--- src/tce_pkg.sv ---
// Shared constants, codes and types of the text console engine.
package tce_pkg;

	localparam int COLUMNS    = 80;
	localparam int ROWS       = 25;
	localparam int CELL_COUNT = ROWS * COLUMNS;
	localparam int ADDR_W     = (CELL_COUNT > 1) ? $clog2(CELL_COUNT) : 1;

	localparam int MODE_W    = 3;
	localparam int CH_W      = 8;
	localparam int ROW_W     = 5;
	localparam int COL_W     = 7;
	localparam int ATTR_W    = 8;
	localparam int CELL_W    = CH_W + ATTR_W;
	localparam int TDATA_W   = 32;
	localparam int CFG_IDX_W = 2;

	localparam logic [CH_W-1:0] CH_BLANK   = 8'h08;
	localparam logic [CH_W-1:0] CH_NEWLINE = 8'h0A;
	localparam logic [CH_W-1:0] CH_SPACE   = 8'h20;
	localparam logic [CH_W-1:0] CH_ERROR   = 8'h45;

	localparam logic [ATTR_W-1:0] RESET_DEFAULT_ATTR = 8'd15;
	localparam logic [ATTR_W-1:0] RESET_ERROR_ATTR   = 8'd244;

	localparam logic [CFG_IDX_W-1:0] CFG_DEFAULT_ATTR = 2'd0;
	localparam logic [CFG_IDX_W-1:0] CFG_ERROR_ATTR   = 2'd1;

	localparam logic [ROW_W-1:0]  ROW_LAST = ROW_W'(ROWS - 1);
	localparam logic [ROW_W:0]    ROWS_X   = (ROW_W + 1)'(ROWS);
	localparam logic [COL_W-1:0]  COL_LAST = COL_W'(COLUMNS - 1);
	localparam logic [COL_W:0]    COLS_X   = (COL_W + 1)'(COLUMNS);
	localparam logic [ADDR_W-1:0] LAST_CELL = ADDR_W'(CELL_COUNT - 1);
	localparam logic [ADDR_W-1:0] LAST_ROW_START = ADDR_W'(CELL_COUNT - COLUMNS);
	localparam logic [ADDR_W:0]   ADDR_COLS = (ADDR_W + 1)'(COLUMNS);
	localparam logic [ROW_W+COL_W:0] MUL_COLS = (ROW_W + COL_W + 1)'(COLUMNS);

	typedef enum logic [MODE_W-1:0] {
		MODE_PUT_CUR   = 3'd0,
		MODE_PUT_POS   = 3'd1,
		MODE_BACKSPACE = 3'd2,
		MODE_CLEAR     = 3'd3,
		MODE_READ      = 3'd4
	} mode_t;

	typedef enum logic [2:0] {
		ST_INIT,
		ST_IDLE,
		ST_EXEC,
		ST_RDWAIT,
		ST_SCROLL,
		ST_FILL
	} state_t;

	typedef struct packed {
		logic [MODE_W-1:0] mode;
		logic [CH_W-1:0]   ch;
		logic [ROW_W-1:0]  row;
		logic [COL_W-1:0]  col;
		logic [ATTR_W-1:0] attr;
	} item_t;

	typedef struct packed {
		logic [ROW_W-1:0]  cursor_row;
		logic [COL_W-1:0]  cursor_col;
		logic              error;
		logic              scrolled;
		logic [CH_W-1:0]   cell_char;
		logic [ATTR_W-1:0] cell_attr;
	} result_t;

	typedef struct packed {
		logic              wr_en;
		logic              rd_en;
		logic [ADDR_W-1:0] addr;
		logic [CELL_W-1:0] wr_data;
		logic [ROW_W-1:0]  nrow;
		logic [COL_W-1:0]  ncol;
		logic              error;
		logic              scroll;
		logic              clear;
	} exec_t;

endpackage

--- src/tce_exec.sv ---
// Operation decode: cell address, write data, next cursor and flags of one item.
module tce_exec (
	input  tce_pkg::item_t                  item,
	input  logic [tce_pkg::ROW_W-1:0]       cur_row,
	input  logic [tce_pkg::COL_W-1:0]       cur_col,
	input  logic [tce_pkg::ATTR_W-1:0]      dflt_attr,
	input  logic [tce_pkg::ATTR_W-1:0]      err_attr,
	output tce_pkg::exec_t                  ex
);

	function automatic logic [tce_pkg::ADDR_W-1:0] cell_addr(
		input logic [tce_pkg::ROW_W-1:0] r,
		input logic [tce_pkg::COL_W-1:0] c
	);
		logic [tce_pkg::ROW_W+tce_pkg::COL_W:0] full;
		full = ({{(tce_pkg::COL_W + 1){1'b0}}, r} * tce_pkg::MUL_COLS)
			+ {{(tce_pkg::ROW_W + 1){1'b0}}, c};
		return full[tce_pkg::ADDR_W-1:0];
	endfunction

	logic [tce_pkg::ATTR_W-1:0] attr_eff;
	logic                       on_screen;
	logic [tce_pkg::ROW_W-1:0]  bs_row;
	logic [tce_pkg::COL_W-1:0]  bs_col;
	logic [tce_pkg::ROW_W-1:0]  p_row;
	logic [tce_pkg::COL_W-1:0]  p_col;
	logic [tce_pkg::ROW_W:0]    nx_row;
	logic [tce_pkg::COL_W-1:0]  nx_col;
	logic                       put_scroll;
	logic [tce_pkg::ROW_W-1:0]  put_row;
	logic [tce_pkg::CH_W-1:0]   put_ch;

	always_comb begin
		attr_eff = (item.attr == '0) ? dflt_attr : item.attr;
		on_screen = ({1'b0, item.row} < tce_pkg::ROWS_X) && ({1'b0, item.col} < tce_pkg::COLS_X);

		if (cur_row == '0 && cur_col == '0) begin
			bs_row = '0;
			bs_col = '0;
		end else if (cur_col == '0) begin
			bs_row = cur_row - {{(tce_pkg::ROW_W - 1){1'b0}}, 1'b1};
			bs_col = tce_pkg::COL_LAST;
		end else begin
			bs_row = cur_row;
			bs_col = cur_col - {{(tce_pkg::COL_W - 1){1'b0}}, 1'b1};
		end

		if (tce_pkg::mode_t'(item.mode) == tce_pkg::MODE_PUT_POS) begin
			p_row = item.row;
			p_col = item.col;
		end else begin
			p_row = cur_row;
			p_col = cur_col;
		end

		if (item.ch == tce_pkg::CH_NEWLINE) begin
			nx_row = {1'b0, p_row} + {{tce_pkg::ROW_W{1'b0}}, 1'b1};
			nx_col = '0;
		end else if (item.ch == tce_pkg::CH_BLANK) begin
			nx_row = {1'b0, p_row};
			nx_col = p_col;
		end else if (p_col == tce_pkg::COL_LAST) begin
			nx_row = {1'b0, p_row} + {{tce_pkg::ROW_W{1'b0}}, 1'b1};
			nx_col = '0;
		end else begin
			nx_row = {1'b0, p_row};
			nx_col = p_col + {{(tce_pkg::COL_W - 1){1'b0}}, 1'b1};
		end
		put_scroll = (nx_row == tce_pkg::ROWS_X);
		put_row = put_scroll ? tce_pkg::ROW_LAST : nx_row[tce_pkg::ROW_W-1:0];
		put_ch = (item.ch == tce_pkg::CH_BLANK) ? tce_pkg::CH_SPACE : item.ch;

		ex.wr_en   = 1'b0;
		ex.rd_en   = 1'b0;
		ex.addr    = cell_addr(p_row, p_col);
		ex.wr_data = {attr_eff, put_ch};
		ex.nrow    = cur_row;
		ex.ncol    = cur_col;
		ex.error   = 1'b0;
		ex.scroll  = 1'b0;
		ex.clear   = 1'b0;

		unique case (tce_pkg::mode_t'(item.mode))
			tce_pkg::MODE_PUT_CUR: begin
				ex.wr_en  = (item.ch != tce_pkg::CH_NEWLINE);
				ex.nrow   = put_row;
				ex.ncol   = nx_col;
				ex.scroll = put_scroll;
			end
			tce_pkg::MODE_PUT_POS: begin
				if (on_screen) begin
					ex.wr_en  = (item.ch != tce_pkg::CH_NEWLINE);
					ex.nrow   = put_row;
					ex.ncol   = nx_col;
					ex.scroll = put_scroll;
				end else begin
					ex.wr_en   = 1'b1;
					ex.addr    = tce_pkg::LAST_CELL;
					ex.wr_data = {err_attr, tce_pkg::CH_ERROR};
					ex.error   = 1'b1;
				end
			end
			tce_pkg::MODE_BACKSPACE: begin
				ex.wr_en   = 1'b1;
				ex.addr    = cell_addr(bs_row, bs_col);
				ex.wr_data = {dflt_attr, tce_pkg::CH_SPACE};
				ex.nrow    = bs_row;
				ex.ncol    = bs_col;
			end
			tce_pkg::MODE_CLEAR: begin
				ex.clear = 1'b1;
				ex.nrow  = '0;
				ex.ncol  = '0;
			end
			tce_pkg::MODE_READ: begin
				ex.addr = cell_addr(item.row, item.col);
				if (on_screen) begin
					ex.rd_en = 1'b1;
				end else begin
					ex.error = 1'b1;
				end
			end
			default: begin
			end
		endcase
	end

endmodule

--- config.mk ---
export PLATFORM = sky130hd
export DESIGN_NAME = tce_exec
export DESIGN_NICKNAME = d
export VERILOG_FILES = /design/src/tce_pkg.sv /design/src/tce_exec.sv
export SDC_FILE = /design/constraint.sdc
export NUM_CORES = 1
export LEC_CHECK = 0
export BUFFER_PORTS_ARGS = -buffer_cell sky130_fd_sc_hd__buf_2
export CORE_UTILIZATION = 40
export DETAILED_ROUTE_END_ITERATION = 6
export GPL_TIMING_DRIVEN = 0
export PLACE_DENSITY = 0.75
export RECOVER_POWER = 25
export SETUP_SLACK_MARGIN = 0.1
export SLEW_MARGIN = 20
export SYNTH_ARGS = -nofsm -noshare
export SYNTH_HDL_FRONTEND = slang
export SYNTH_SLANG_ARGS = --single-unit
export TNS_END_PERCENT = 100
--- constraint.sdc ---
create_clock -name vclk -period 4.51
set_input_delay 0.451 -clock vclk [all_inputs]
set_output_delay 0.451 -clock vclk [all_outputs]
set_load 0.05 [all_outputs]
==> results by group <==
Status
  – Status: finished, final reports clean

Critical path
  – Most frequent CP cell: ha_4
  – Crit. End Element: output pin
  – Setup crit start kind: input pin
  – Critical Path AT: approximately 3.9 ns
  – Worst path slowest cell: fa_1
  – Crit path max fanout: 5
  – Cell Chain, Critical Path: buf_4 -> inv_4 -> ha_4 -> nor3b_4 -> nand4b_1 -> nor3_4 -> buf_6 -> nor2_2 -> ha_4 -> ha_4 -> fa_1 -> nand2_2 -> nor2b_4 -> o21ai_2 -> a221oi_2 -> mux2i_1 -> nand4_1 -> buf_6
  – Kind of critical path: in -> out
  – Worst Path Required: about 4.1 ns
  – Crit-path max cell delay: around 0.51 ns
  – CP Capture Point: ex[41]
  – Crit path from: cur_col[0]

Route
  – Vias per inst: around 6.2
  – WL final: 9590 um
  – Routed Antenna Nets: 0
  – Via Count: between 3000 and 4000
  – Pre-Repair DR Iteration Count: 6
  – Post-DR wirelength/cell: between 15 and 20 um
  – Residual DRC: 0
  – DR iter-0 viols: ~340

Final layout
  – Share of post-route cells with drive strength above 1: 0.298
  – Clock buffer cells: 0
  – # diodes: 0
  – Nets: ~590
  – Sequential Area: 0 um2
  – Cell area after layout: between 3000 and 4000 um2
  – Fin cells: about 570
  – Seq_cells: 0
  – Synthesis-to-finish area growth: 33.8%
  – Fillers: 600

Synth
  – Top-area cell type share of the netlist area: 0.147
  – Distinct cells, synth: 60
  – Synth area leader: ha_1
  – Post-synthesis net count: approximately 470
  – Top post-synthesis cells by area: ha_1, xnor2_1, nand2_1
  – Synthesized instance count: 376
  – Avg Synthesized Cell Area: ~7 um2
  – Synthesized cell area: approximately 2600 um2
  – Synth warn: 0
  – Register area share after synthesis: 0

Die
  – Die X-Extent: around 83 um
  – Initial core utilization: 0.416
  – Die area: approximately 7000 um2
  – Io pins: approximately 100
  – Placement row count: 29
  – Die Span Y: 83.3 um
  – CORE AREA: roughly 6300 um2

Power
  – VDD IR max: 111 uV
  – Leak: around 1.6 nW
  – PwrDens: between 150 and 200 nW/um2
  – Total power: approximately 0.64 mW

Timing
  – RSZ-0062 raised after global routing: false
  – Max Clk Rate: around 0.23 GHz
  – Slew Limit Headroom: 0.382
  – Hold Fails Final Rpt: 0
  – Setup WS post-layout: approximately 0.17 ns
  – Final Max Slew Viols: 0
  – Minimum clock period: 4.34 ns
  – Worst slew pin tran: just over 0.9 ns
  – Setup violations, final: 0
  – Period utilization: 0.962

GRT
  – First-pass GRT wire length: around 15000 um
  – Grt ovf: 0
  – Largest net degree at the start of global routing: 11
  – Initial antenna violation count: 0
  – Gr usage total: 0.256
  – Vias in the first global route: between 3000 and 4000

Min path
  – Worst hold-check path type: in -> out

Placed design
  – Dpl ws: -0.485 ns
  – Placed Cells: approximately 550
  – Hpwl dp: between 7000 and 8000 um
  – Placer Congestion: 0.918
  – Port Buf Inserts: 99
  – Cell Area, Placed: about 3200 um2

Clocking
  – Hold_buf cts: 0

Run
  – Max-Cap Viols: 0
worst max-delay path, delay by kind of cell:
| family | cells | cell delay, ns |
|---|---|---|
| adder cells (fa/ha/maj) | 4 | 1.05 |
| buffers and inverters | 4 | 0.55 |
| AO/OA/AOI/OAI | 2 | 0.41 |
| multiplexers | 1 | 0.23 |
| AND/OR/NAND/NOR | 7 | 1.19 |
cells in the mapped netlist (3+ instances only):
cell	number
a21o_1	7
a21oi_1	25
a221o_1	11
a22oi_1	6
a31oi_1	4
and2_1	6
and3_1	11
clkbuf_1	14
fa_1	6
ha_1	31
inv_1	16
mux2_2	5
mux2i_1	10
nand2_1	38
nand2b_1	6
nand3_1	6
nand4_1	3
nor2_1	36
nor2b_1	8
nor3_1	11
nor3b_1	8
nor4_1	4
o211ai_1	5
o21ai_0	21
o21ai_1	4
o22ai_1	4
o31ai_1	3
or3_1	3
xnor2_1	19
xor2_1	7
layout make-up:
type | count | area [um2] | share of cell area
timing repair buffer | 114 | 614 | 0.174
buffer | 18 | 81.3 | 0.0230
multi-input combinational | 342 | 2680 | 0.757
tap | 77 | 96.3 | 0.0273
inverter | 16 | 65.1 | 0.0184
how the worst min path moves through the flow:
stage          slack (ns)  depth (start not counted)  endpoint  startpoint
2_1_floorplan        1.19                          1    ex[18]    item[23]
3_3_place_gp         1.30                          4    ex[17]    item[22]
3_5_place_dp         1.30                          4    ex[21]    item[26]
4_1_cts              1.30                          4    ex[21]    item[26]
5_1_grt              1.35                          3    ex[22]    item[27]
6_report             1.34                          3    ex[22]    item[27]
kinds of logic after synthesis:
group,Yosys count,synth area share
AO/OA/AOI/OAI,110,0.295
XOR/XNOR,27,0.0947
adder cells (fa/ha/maj),37,0.192
buffers and inverters,34,0.0507
multiplexers,15,0.0592
AND/OR/NAND/NOR,153,0.308
timing repair:
item | CTS | global route
gates resized for setup | 22 | 26
hold endpoints to repair | 0 | 0
pin swaps | 9 | 10
buffers inserted | 10 | 5
endpoints found under the setup margin | 2 | 1
placed cells by master, fill, tap and decap left out, types with 4 or more instances in the layout:
| cell type | instances |
|---|---|
| buf_2 | 87 |
| fa_1 | 5 |
| a22oi_1 | 6 |
| nand3_1 | 6 |
| nor2_1 | 34 |
| buf_4 | 16 |
| o211ai_1 | 5 |
| o21ai_0 | 16 |
| nor3b_1 | 7 |
| nand2b_1 | 6 |
| and2_1 | 6 |
| mux2_2 | 4 |
| nor2b_1 | 7 |
| o21ai_1 | 6 |
| a221o_1 | 11 |
| a21oi_1 | 25 |
| a21o_1 | 7 |
| mux2i_1 | 8 |
| clkbuf_1 | 23 |
| nand2_1 | 35 |
| inv_1 | 14 |
| xnor2_1 | 19 |
| xor2_1 | 7 |
| ha_1 | 28 |
| a31oi_1 | 4 |
| buf_6 | 4 |
| and3_1 | 11 |
| nor3_1 | 9 |
| o22ai_1 | 4 |
through the flow:
| stage | hold slack, ns | utilization | TNS, ns |
|---|---|---|---|
| after global routing | 1.35 | 0.556 | 0 |
| after global placement | 1.30 | 0.511 | -0.405 |
| after CTS | 1.30 | 0.537 | 0 |
| final | 1.34 | 0.556 | 0 |
| after detailed placement | 1.30 | 0.511 | -0.485 |
| after floorplan | 1.19 | - | 0 |
layer usage:
| metal | wire length [um] | track usage | share of wire | vias to the layer above |
|---|---|---|---|---|
| met5 | 0 | 0 | 0 | - |
| met3 | 828 | 0.0179 | 0.086 | 36 |
| met2 | 4560 | 0.464 | 0.48 | 223 |
| li1 | - | - | - | 1646 |
| met4 | 404 | 0.0878 | 0.042 | 0 |
| met1 | 3800 | 0.317 | 0.40 | 1623 |
power by group:
| part | switching (mW) | total (mW) | internal (mW) |
|---|---|---|---|
| combinational | 0.421 | 0.635 | 0.214 |
| clock | 0 | 0 | 0 |
| sequential | 0 | 0 | 0 |
| total | 0.421 | 0.635 | 0.214 |
Note: power is estimated with default switching activity, not from simulation.
