## src/tce_pkg.sv

```systemverilog
// Shared constants, codes and types of the text console engine.
package tce_pkg;

	localparam int COLUMNS    = 80;
	localparam int ROWS       = 25;
	localparam int CELL_COUNT = ROWS * COLUMNS;
	localparam int ADDR_W     = (CELL_COUNT > 1) ? $clog2(CELL_COUNT) : 1;

	localparam int MODE_W    = 3;
	localparam int CH_W      = 8;
	localparam int ROW_W     = 5;
	localparam int COL_W     = 7;
	localparam int ATTR_W    = 8;
	localparam int CELL_W    = CH_W + ATTR_W;
	localparam int TDATA_W   = 32;
	localparam int CFG_IDX_W = 2;

	localparam logic [CH_W-1:0] CH_BLANK   = 8'h08;
	localparam logic [CH_W-1:0] CH_NEWLINE = 8'h0A;
	localparam logic [CH_W-1:0] CH_SPACE   = 8'h20;
	localparam logic [CH_W-1:0] CH_ERROR   = 8'h45;

	localparam logic [ATTR_W-1:0] RESET_DEFAULT_ATTR = 8'd15;
	localparam logic [ATTR_W-1:0] RESET_ERROR_ATTR   = 8'd244;

	localparam logic [CFG_IDX_W-1:0] CFG_DEFAULT_ATTR = 2'd0;
	localparam logic [CFG_IDX_W-1:0] CFG_ERROR_ATTR   = 2'd1;

	localparam logic [ROW_W-1:0]  ROW_LAST = ROW_W'(ROWS - 1);
	localparam logic [ROW_W:0]    ROWS_X   = (ROW_W + 1)'(ROWS);
	localparam logic [COL_W-1:0]  COL_LAST = COL_W'(COLUMNS - 1);
	localparam logic [COL_W:0]    COLS_X   = (COL_W + 1)'(COLUMNS);
	localparam logic [ADDR_W-1:0] LAST_CELL = ADDR_W'(CELL_COUNT - 1);
	localparam logic [ADDR_W-1:0] LAST_ROW_START = ADDR_W'(CELL_COUNT - COLUMNS);
	localparam logic [ADDR_W:0]   ADDR_COLS = (ADDR_W + 1)'(COLUMNS);
	localparam logic [ROW_W+COL_W:0] MUL_COLS = (ROW_W + COL_W + 1)'(COLUMNS);

	typedef enum logic [MODE_W-1:0] {
		MODE_PUT_CUR   = 3'd0,
		MODE_PUT_POS   = 3'd1,
		MODE_BACKSPACE = 3'd2,
		MODE_CLEAR     = 3'd3,
		MODE_READ      = 3'd4
	} mode_t;

	typedef enum logic [2:0] {
		ST_INIT,
		ST_IDLE,
		ST_EXEC,
		ST_RDWAIT,
		ST_SCROLL,
		ST_FILL
	} state_t;

	typedef struct packed {
		logic [MODE_W-1:0] mode;
		logic [CH_W-1:0]   ch;
		logic [ROW_W-1:0]  row;
		logic [COL_W-1:0]  col;
		logic [ATTR_W-1:0] attr;
	} item_t;

	typedef struct packed {
		logic [ROW_W-1:0]  cursor_row;
		logic [COL_W-1:0]  cursor_col;
		logic              error;
		logic              scrolled;
		logic [CH_W-1:0]   cell_char;
		logic [ATTR_W-1:0] cell_attr;
	} result_t;

	typedef struct packed {
		logic              wr_en;
		logic              rd_en;
		logic [ADDR_W-1:0] addr;
		logic [CELL_W-1:0] wr_data;
		logic [ROW_W-1:0]  nrow;
		logic [COL_W-1:0]  ncol;
		logic              error;
		logic              scroll;
		logic              clear;
	} exec_t;

endpackage

```

## src/tce_outq.sv

```systemverilog
// Two-entry result queue that drives the master-side stream.
module tce_outq (
	input  logic                         clk,
	input  logic                         arst_n,
	input  logic                         push,
	input  tce_pkg::result_t             push_data,
	output logic                         full,
	output logic                         m_tvalid,
	input  logic                         m_tready,
	output logic [tce_pkg::TDATA_W-1:0]  m_tdata
);

	tce_pkg::result_t ent_q [2];
	tce_pkg::result_t head;
	logic             wr_ptr_q;
	logic             rd_ptr_q;
	logic [1:0]       cnt_q;
	logic             pop;

	assign pop      = m_tvalid && m_tready;
	assign full     = (cnt_q == 2'd2);
	assign m_tvalid = (cnt_q != 2'd0);
	assign head     = ent_q[rd_ptr_q];
	assign m_tdata  = {2'b00, head.cell_attr, head.cell_char, head.scrolled, head.error,
		head.cursor_col, head.cursor_row};

	always_ff @(posedge clk) begin
		if (push) begin
			ent_q[wr_ptr_q] <= push_data;
		end
	end

	always_ff @(posedge clk or negedge arst_n) begin
		if (!arst_n) begin
			wr_ptr_q <= 1'b0;
			rd_ptr_q <= 1'b0;
			cnt_q    <= 2'd0;
		end else begin
			if (push) begin
				wr_ptr_q <= ~wr_ptr_q;
			end
			if (pop) begin
				rd_ptr_q <= ~rd_ptr_q;
			end
			if (push && !pop) begin
				cnt_q <= cnt_q + 2'd1;
			end else if (pop && !push) begin
				cnt_q <= cnt_q - 2'd1;
			end
		end
	end

endmodule

```

## config.mk

```make
export PLATFORM = sky130hd
export DESIGN_NAME = tce_outq
export DESIGN_NICKNAME = d
export VERILOG_FILES = /design/src/tce_pkg.sv /design/src/tce_outq.sv
export SDC_FILE = /design/constraint.sdc
export NUM_CORES = 1
export LEC_CHECK = 0
export ABC_AREA = 1
export BUFFER_PORTS_ARGS = -buffer_cell sky130_fd_sc_hd__buf_2
export CORE_MARGIN = 2
export CORE_UTILIZATION = 40
export DETAILED_ROUTE_END_ITERATION = 16
export SETUP_SLACK_MARGIN = 0.05
export SYNTH_ARGS = -nofsm -noshare
export SYNTH_HDL_FRONTEND = slang
export SYNTH_SLANG_ARGS = --single-unit
```

## constraint.sdc

```tcl
create_clock -name clk -period 5.62 [get_ports clk]
set_clock_uncertainty 0.05 [all_clocks]
set_input_delay 0.562 -clock clk [delete_from_list [all_inputs] [get_ports clk]]
set_output_delay 0.562 -clock clk [all_outputs]
set_load 0.005 [all_outputs]
```

==> summary.txt, run 1 <==
Die
  – Rows: 28
  – Core area: between 0.005 and 0.006 sq mm
  – Chip width: approximately 81 microns
  – Die H: 81.5 microns
  – IO Count: just under 70
  – Starting Density: 41.1%
  – Die area: ~0.0066 sq mm

Pwr
  – Static Leakage: 1.31 nW
  – Int Power: 0.941 mW
  – Max VDD drop: 246 uV
  – Power density cells: 470 mW/mm^2
  – Combinational Power Share: between 20% and 30%
  – Sw power: roughly 0.45 mW
  – Clock share of power: about 22%
  – Switching share of total power: between 30% and 40%
  – Sequential Power Share: 50.5%

Cells and area
  – Sequential cell area: roughly 0.0019 sq mm
  – Share of layout cells above drive strength 1: between 30% and 40%
  – Nets: 292
  – Fillers: 525
  – Finished Core Util: 50.4%
  – Area growth from synthesis to layout: 22.8%
  – N_diodes: 0
  – Area of the multi-input gates: 440 sq um

Detailed routing
  – Iteration-0 DRC Markers: 91
  – DRC: 0
  – 1st-pass router iterations: 4
  – DRT Wirelength: about 4.2 mm
  – Routed wire per std cell: between 10 and 15 microns
  – DR vias: 1504
  – Vias per inst: roughly 4.5
  – Routed Antenna Nets: 0

Clock network
  – H-tree depth: 3
  – Total CTS buffers: 9
  – Post-CTS Hold Fix Bufs: 1
  – Clk pin slew, worst setup/hold paths: about 60 ps
  – Clk_lat worst skew: between 300 and 400 ps
  – TritonCTS clock tree: done
  – Root Driver: clkbuf_8
  – Deepest clock path buffer count: 2
  – Post-cts repair resize count: 0
  – Sink Count: between 60 and 70
  – Post-CTS setup buffer count: 0

GRT
  – Global-route wire length before repair: about 6.5 mm
  – Vias in the first global route: 1421
  – GR Overflow Total: 0
  – GRT Overall Usage: between 10 and 15%
  – Largest net degree at the start of global routing: 33
  – Initial antenna violation count: 0

Placement
  – DP HPWL: approximately 2.7 mm
  – Placer congestion estimate: 0.725
  – Buffers on Ports: 65

Timing
  – RSZ-0062 raised after global routing: false
  – Pins Over Slew Limit: 0
  – Final Hold Vio Count: 0
  – Setup-failing EPs final: 0
  – Final setup TNS: 0 ps
  – Slew headroom: between 20% and 30%
  – Final Cycle Share: between 50% and 60%
  – Final Critical Period: roughly 2900 ps
  – Peak Freq: 344 MHz
  – Least-Margin Pin Slew: ~1200 ps

Yosys
  – Seq/Total Area, Yosys: 79.2%
  – Mean Syn Cell Area: around 13 sq um
  – Number of library cell types mapped by synthesis: 14
  – Cells after synthesis: between 150 and 200
  – Synthesized cell area: 0.00240 sq mm
  – #FFs+latches synth: between 60 and 70
  – YS warnings: 0

Setup path
  – Slowest CP cell: dfrtp_1
  – Most frequent CP cell: nand2_1
  – Required @ worst endpoint: around 5000 ps
  – CP Capture Type: output port
  – Slowest stage delay, CP: between 1000 and 1500 ps
  – Arrival time worst endpoint: around 2300 ps
  – Worst Setup Start Kind: register
  – Worst-path cell chain: inv_2 > nand2_1 > nand2_1 > buf_2
  – Setup CP Type: reg2out
  – Max FO, Critical Path: 32

Worst hold path
  – Worst Hold Class: in2reg

Job
  – Total of max-cap violations: 0

Run status
  – Outcome: finished, final reports clean
## cells in the mapped netlist, drive strengths merged
master / number / share of area (%)
nand4: 1 / 0.26
inv: 7 / 1.1
buf: 8 / 1.9
xor2: 1 / 0.36
dfrtp: 4 / 4.2
nand2: 99 / 15
conb: 1 / 0.16
ha: 1 / 0.52
xnor2: 1 / 0.36
edfxtp: 60 / 75
nor2: 2 / 0.31
nand3: 2 / 0.42
## worst paths after layout
| check | slack, ps | start | cells past startpoint | to |
|---|---|---|---|---|
| min reg2reg | 430 | cnt_q[1] | 2 | cnt_q[1] |
| max in group asynchronous | 4890 | arst_n | 2 | rd_ptr_q |
| min in group asynchronous | 520 | arst_n | 2 | cnt_q[1] |
| max reg2reg | 3590 | rd_ptr_q | 3 | rd_ptr_q |
| min | 360 | push_data[27] | 1 | ent_q[1][27] |
| max | 2710 | rd_ptr_q | 4 | m_tdata[23] |
## cells in the final DEF, fill, tap and decap left out, drive strengths merged
cell and n:
nand2 99, buf 65, edfxtp 60, clkbuf 10, inv 7, dfrtp 4, clkinv 4, nand3 2
conb 2, nor2 2, xnor2 1, xor2 1, nand4 1, ha 1, clkinvlp 1, dlygate4sd3 1
## registers in the layout, indices dropped and copies added (netlist names)
signal / count
rd_ptr_q: 1
wr_ptr_q: 1
ent_q: 60
cnt_q: 2
## stage by stage
stage | hold slack, ps | instances | setup slack [ps] | power (mW) | area, sq um
detailed placement | 323 | 320 | 3030 | 1.10 | 2790
global placement | 325 | 320 | 3050 | 1.09 | 2790
CTS | 349 | 336 | 2630 | 1.41 | 2950
floorplan | 216 | 188 | 3280 | 0.916 | 2410
finish | 365 | 336 | 2710 | 1.39 | 2950
global route | 346 | 336 | 2480 | 1.49 | 2950
## metal layers
metal	wire (microns)	vias to the layer above	global-route usage, %
met1	1920	690	17.1
met5	0	-	0
li1	-	753	-
met4	50	0	4.24
met3	296	6	6.92
met2	1970	55	21.5
## area by class of cell
type	count	area share, %
sequential	64	64.5
tap	75	3.18
multi-input combinational	109	14.9
timing repair buffer	66	11.4
clock buffer	10	4.33
inverter	7	0.891
clock inverter	5	0.848
## power by group through the flow
stage          Clock (mW)  Sequential, mW  Combinational [mW]
4_1_cts             0.318           0.703               0.390
5_1_grt             0.338           0.714               0.438
6_report            0.308           0.701               0.379
3_5_place_dp            0           0.712               0.388
2_1_floorplan           0           0.672               0.244
3_3_place_gp            0           0.710               0.384
## critical path: cells and delay by family (launching register included)
kind          cells  cell delay, ps
simple gates      2             240
flops             1            1070
buf+inv           2             660
## kinds of logic (layout without fill, tap and decap cells)
group,count (synthesis),after routing,synth area share [%]
XOR/XNOR,2,2,0.729
flip-flops,64,64,79.2
other,1,2,0.156
AND/OR/NAND/NOR,104,104,16.5
buffers and inverters,15,88,2.97
adder cells (fa/ha/maj),1,1,0.521
Power figures use the tool's default switching activity.
==> inputs of run 2 (changes only) <==
--- a/config.mk
+++ b/config.mk
@@ -10,6 +10,7 @@
 export CORE_MARGIN = 2
 export CORE_UTILIZATION = 40
 export DETAILED_ROUTE_END_ITERATION = 16
+export PLACE_DENSITY = 0.66
 export SETUP_SLACK_MARGIN = 0.05
 export SYNTH_ARGS = -nofsm -noshare
 export SYNTH_HDL_FRONTEND = slang
==> constraint.sdc (replaced) <==
create_clock -name clk -period 2.65 [get_ports clk]
set_clock_uncertainty 0.05 [all_clocks]
set_input_delay 0.265 -clock clk [delete_from_list [all_inputs] [get_ports clk]]
set_output_delay 0.265 -clock clk [all_outputs]
set_load 0.005 [all_outputs]
==> run 2 against run 1 <==
Effect of this change:
- flip-flop and latch count did not move
- critical path type unchanged
- first-iteration DRC count shrank 29%
- critical endpoint is now m_tdata[19]
- register-to-register slack got worse by 2500 ps
- critical path depth unchanged
- total power up 150%
- sequential share of layout area shrank 3.2 points
- die area unchanged
- clock-buffer cell count is 1 lower
==> summary.txt, run 2 (synthesis results as in run 1) <==
Run status
  – Outcome: finished, final reports clean

Detailed routing
  – DRT Wirelength: 4.16 mm (-1.8%)
  – Routed wire per std cell: 12.2 microns (-3.2%)
  – DRC: 0 (unchanged)
  – Vias per inst: 4.41 (-1.4%)
  – 1st-pass router iterations: 4 (unchanged)
  – Iteration-0 DRC Markers: 65 (-29%)
  – Routed Antenna Nets: 0 (unchanged)
  – DR vias: 1505 (+0.066%)

Die
  – Die area: 0.00664 sq mm (unchanged)
  – Chip width: 81.5 microns (unchanged)
  – Die H: 81.5 microns (unchanged)
  – IO Count: 68 (unchanged)
  – Core area: 0.00585 sq mm (unchanged)
  – Rows: 28 (unchanged)
  – Starting Density: 41.1% (unchanged)

Timing
  – Final Cycle Share: 66.3%
  – RSZ-0062 raised after global routing: false
  – Slew headroom: 59.7% (+39 points)
  – Least-Margin Pin Slew: 604 ps (-592 ps)
  – Setup-failing EPs final: 0 (unchanged)
  – Peak Freq: between 500 and 600 MHz
  – Pins Over Slew Limit: 0 (unchanged)
  – Final Critical Period: ~1800 ps
  – Final setup TNS: 0 ps (unchanged)
  – Final Hold Vio Count: 0 (unchanged)

GRT
  – Initial antenna violation count: 0 (unchanged)
  – Vias in the first global route: 1393 (-2.0%)
  – GRT Overall Usage: 13.9% (about the same)
  – Largest net degree at the start of global routing: 32 (-3.0%)
  – Global-route wire length before repair: 6.40 mm (-1.5%)
  – GR Overflow Total: 0 (unchanged)

Pwr
  – Tot Pwr: 3.41 mW (+150%)
  – Static Leakage: 1.39 nW (+6.2%)
  – Max VDD drop: 702 uV (+190%)
  – Power density cells: 1100 mW/mm^2 (+130%)

Clock network
  – Total CTS buffers: 9 (unchanged)
  – Post-cts repair resize count: 0 (unchanged)
  – Clk_lat worst skew: 330 ps (about the same)
  – H-tree depth: 3 (unchanged)
  – Deepest clock path buffer count: 2 (unchanged)
  – Clk pin slew, worst setup/hold paths: 70 ps (about the same)
  – Root Driver: clkbuf_8
  – TritonCTS clock tree: done
  – Post-CTS setup buffer count: 0 (unchanged)
  – Sink Count: 64 (unchanged)

Cells and area
  – Sequential cell area: 0.00190 sq mm (unchanged)
  – Biggest register: ent_q
  – Area of the multi-input gates: 440 sq um (unchanged)
  – Fillers: 526 (+0.19%)
  – Area growth from synthesis to layout: 29.3%
  – Commonest cells after routing, fill and taps aside: nand2_1, buf_2, edfxtp_1
  – Share of layout cells above drive strength 1: 32.7% (+2.4 points)
  – Nets: 296 (+1.4%)
  – Largest registers: ent_q: 60 flops, cnt_q: 2 flops
  – Max reg flops: 60 (unchanged)
  – N_diodes: 0 (unchanged)
  – Most common cell after layout, fill and taps aside: nand2_1

Worst hold path
  – Min-delay src: push_data[28]
  – Hold Path Depth: 1 (unchanged)
  – Worst Hold Class: in2reg

Setup path
  – Worst Setup SP: rd_ptr_q
  – CP Capture Type: output port
  – Arrival time worst endpoint: 1440 ps (-860 ps)
  – Worst Setup Start Kind: register
  – Setup CP Type: reg2out
  – Required @ worst endpoint: 2340 ps (-2670 ps)
  – RR Startpoint: wr_ptr_q
  – Reg2Reg Depth: 3 (unchanged)
  – Max FO, Critical Path: 31 (-3.1%)

Placement
  – Placer congestion estimate: 0.727 (+0.37%)
  – Buffers on Ports: 65 (unchanged)
  – DP HPWL: 2.73 mm (+2.3%)

Job
  – Total of max-cap violations: 0 (unchanged)
==> run 2: cell count changes in the layout (fill, tap and decap cells not counted) <==
cell        previous run  this run
buf_12                 0         1
clkinv_4               0         1
inv_6                  0         1
clkbuf_1               1         0
clkinvlp_4             1         0
bufinv_16              0         4
clkinv_1               2         0
clkinv_2               2         1
buf_4                  0         3
==> run 2: timing repair <==
action | in CTS | in global routing
hold endpoints to repair | 4 | 0
hold buffers | 1 | 0
setup endpoints to repair | 0 | 0
==> run 2: final cells by class <==
| type | count | share of cell area [%] |
|---|---|---|
| clock buffer | 9 | 3.99 |
| clock inverter | 7 | 4.59 |
| inverter | 7 | 0.846 |
| multi-input combinational | 109 | 14.2 |
| sequential | 64 | 61.2 |
| tap | 75 | 3.02 |
| timing repair buffer | 70 | 12.2 |
==> run 2: routing by layer <==
| metal | vias up | GRT usage [%] | wire length [microns] |
|---|---|---|---|
| li1 | 763 | - | - |
| met1 | 692 | 15.3 | 1710 |
| met2 | 45 | 23.4 | 2120 |
| met3 | 5 | 5.16 | 259 |
| met4 | 0 | 7.12 | 68 |
| met5 | - | 0 | 0 |
==> run 2: path summary, 6_finish.rpt <==
kind | endpoint | slack (ps)
setup / recovery | m_tdata[19] | 890
hold / removal | ent_q[1][28] | 70
setup reg to reg | ent_q[1][14] | 1110
hold reg to reg | cnt_q[1] | 430
max in group asynchronous | wr_ptr_q | 2210
min in group asynchronous | cnt_q[1] | 220
==> run 2: report_power, final <==
| part | total [mW] | switching [mW] | internal, mW |
|---|---|---|---|
| sequential | 1.41 | 0.0642 | 1.35 |
| combinational | 0.906 | 0.556 | 0.350 |
| clock | 1.09 | 0.367 | 0.723 |
| total | 3.41 | 0.987 | 2.42 |
==> run 2: critical path: stages (launching register included) <==
cell,delay (ps)
dfrtp_1,390
inv_2,400
nand2_1,100
nand2_1,100
buf_2,110
==> run 2: metrics by stage <==
| stage | hold slack, ps | area, sq um | worst slack (ps) | cells | utilization, % |
|---|---|---|---|---|---|
| final | 69.7 | 3110 | 892 | 341 | 53.1 |
| after global routing | 45.0 | 3110 | 696 | 341 | 53.1 |
| after detailed placement | 25.5 | 2830 | 1110 | 324 | 48.4 |
| after global placement | 28.2 | 2830 | 1120 | 324 | 48.4 |
| after floorplan | -80.6 | 2410 | 500 | 188 | - |
| after CTS | 52.8 | 3110 | 834 | 341 | 53.1 |
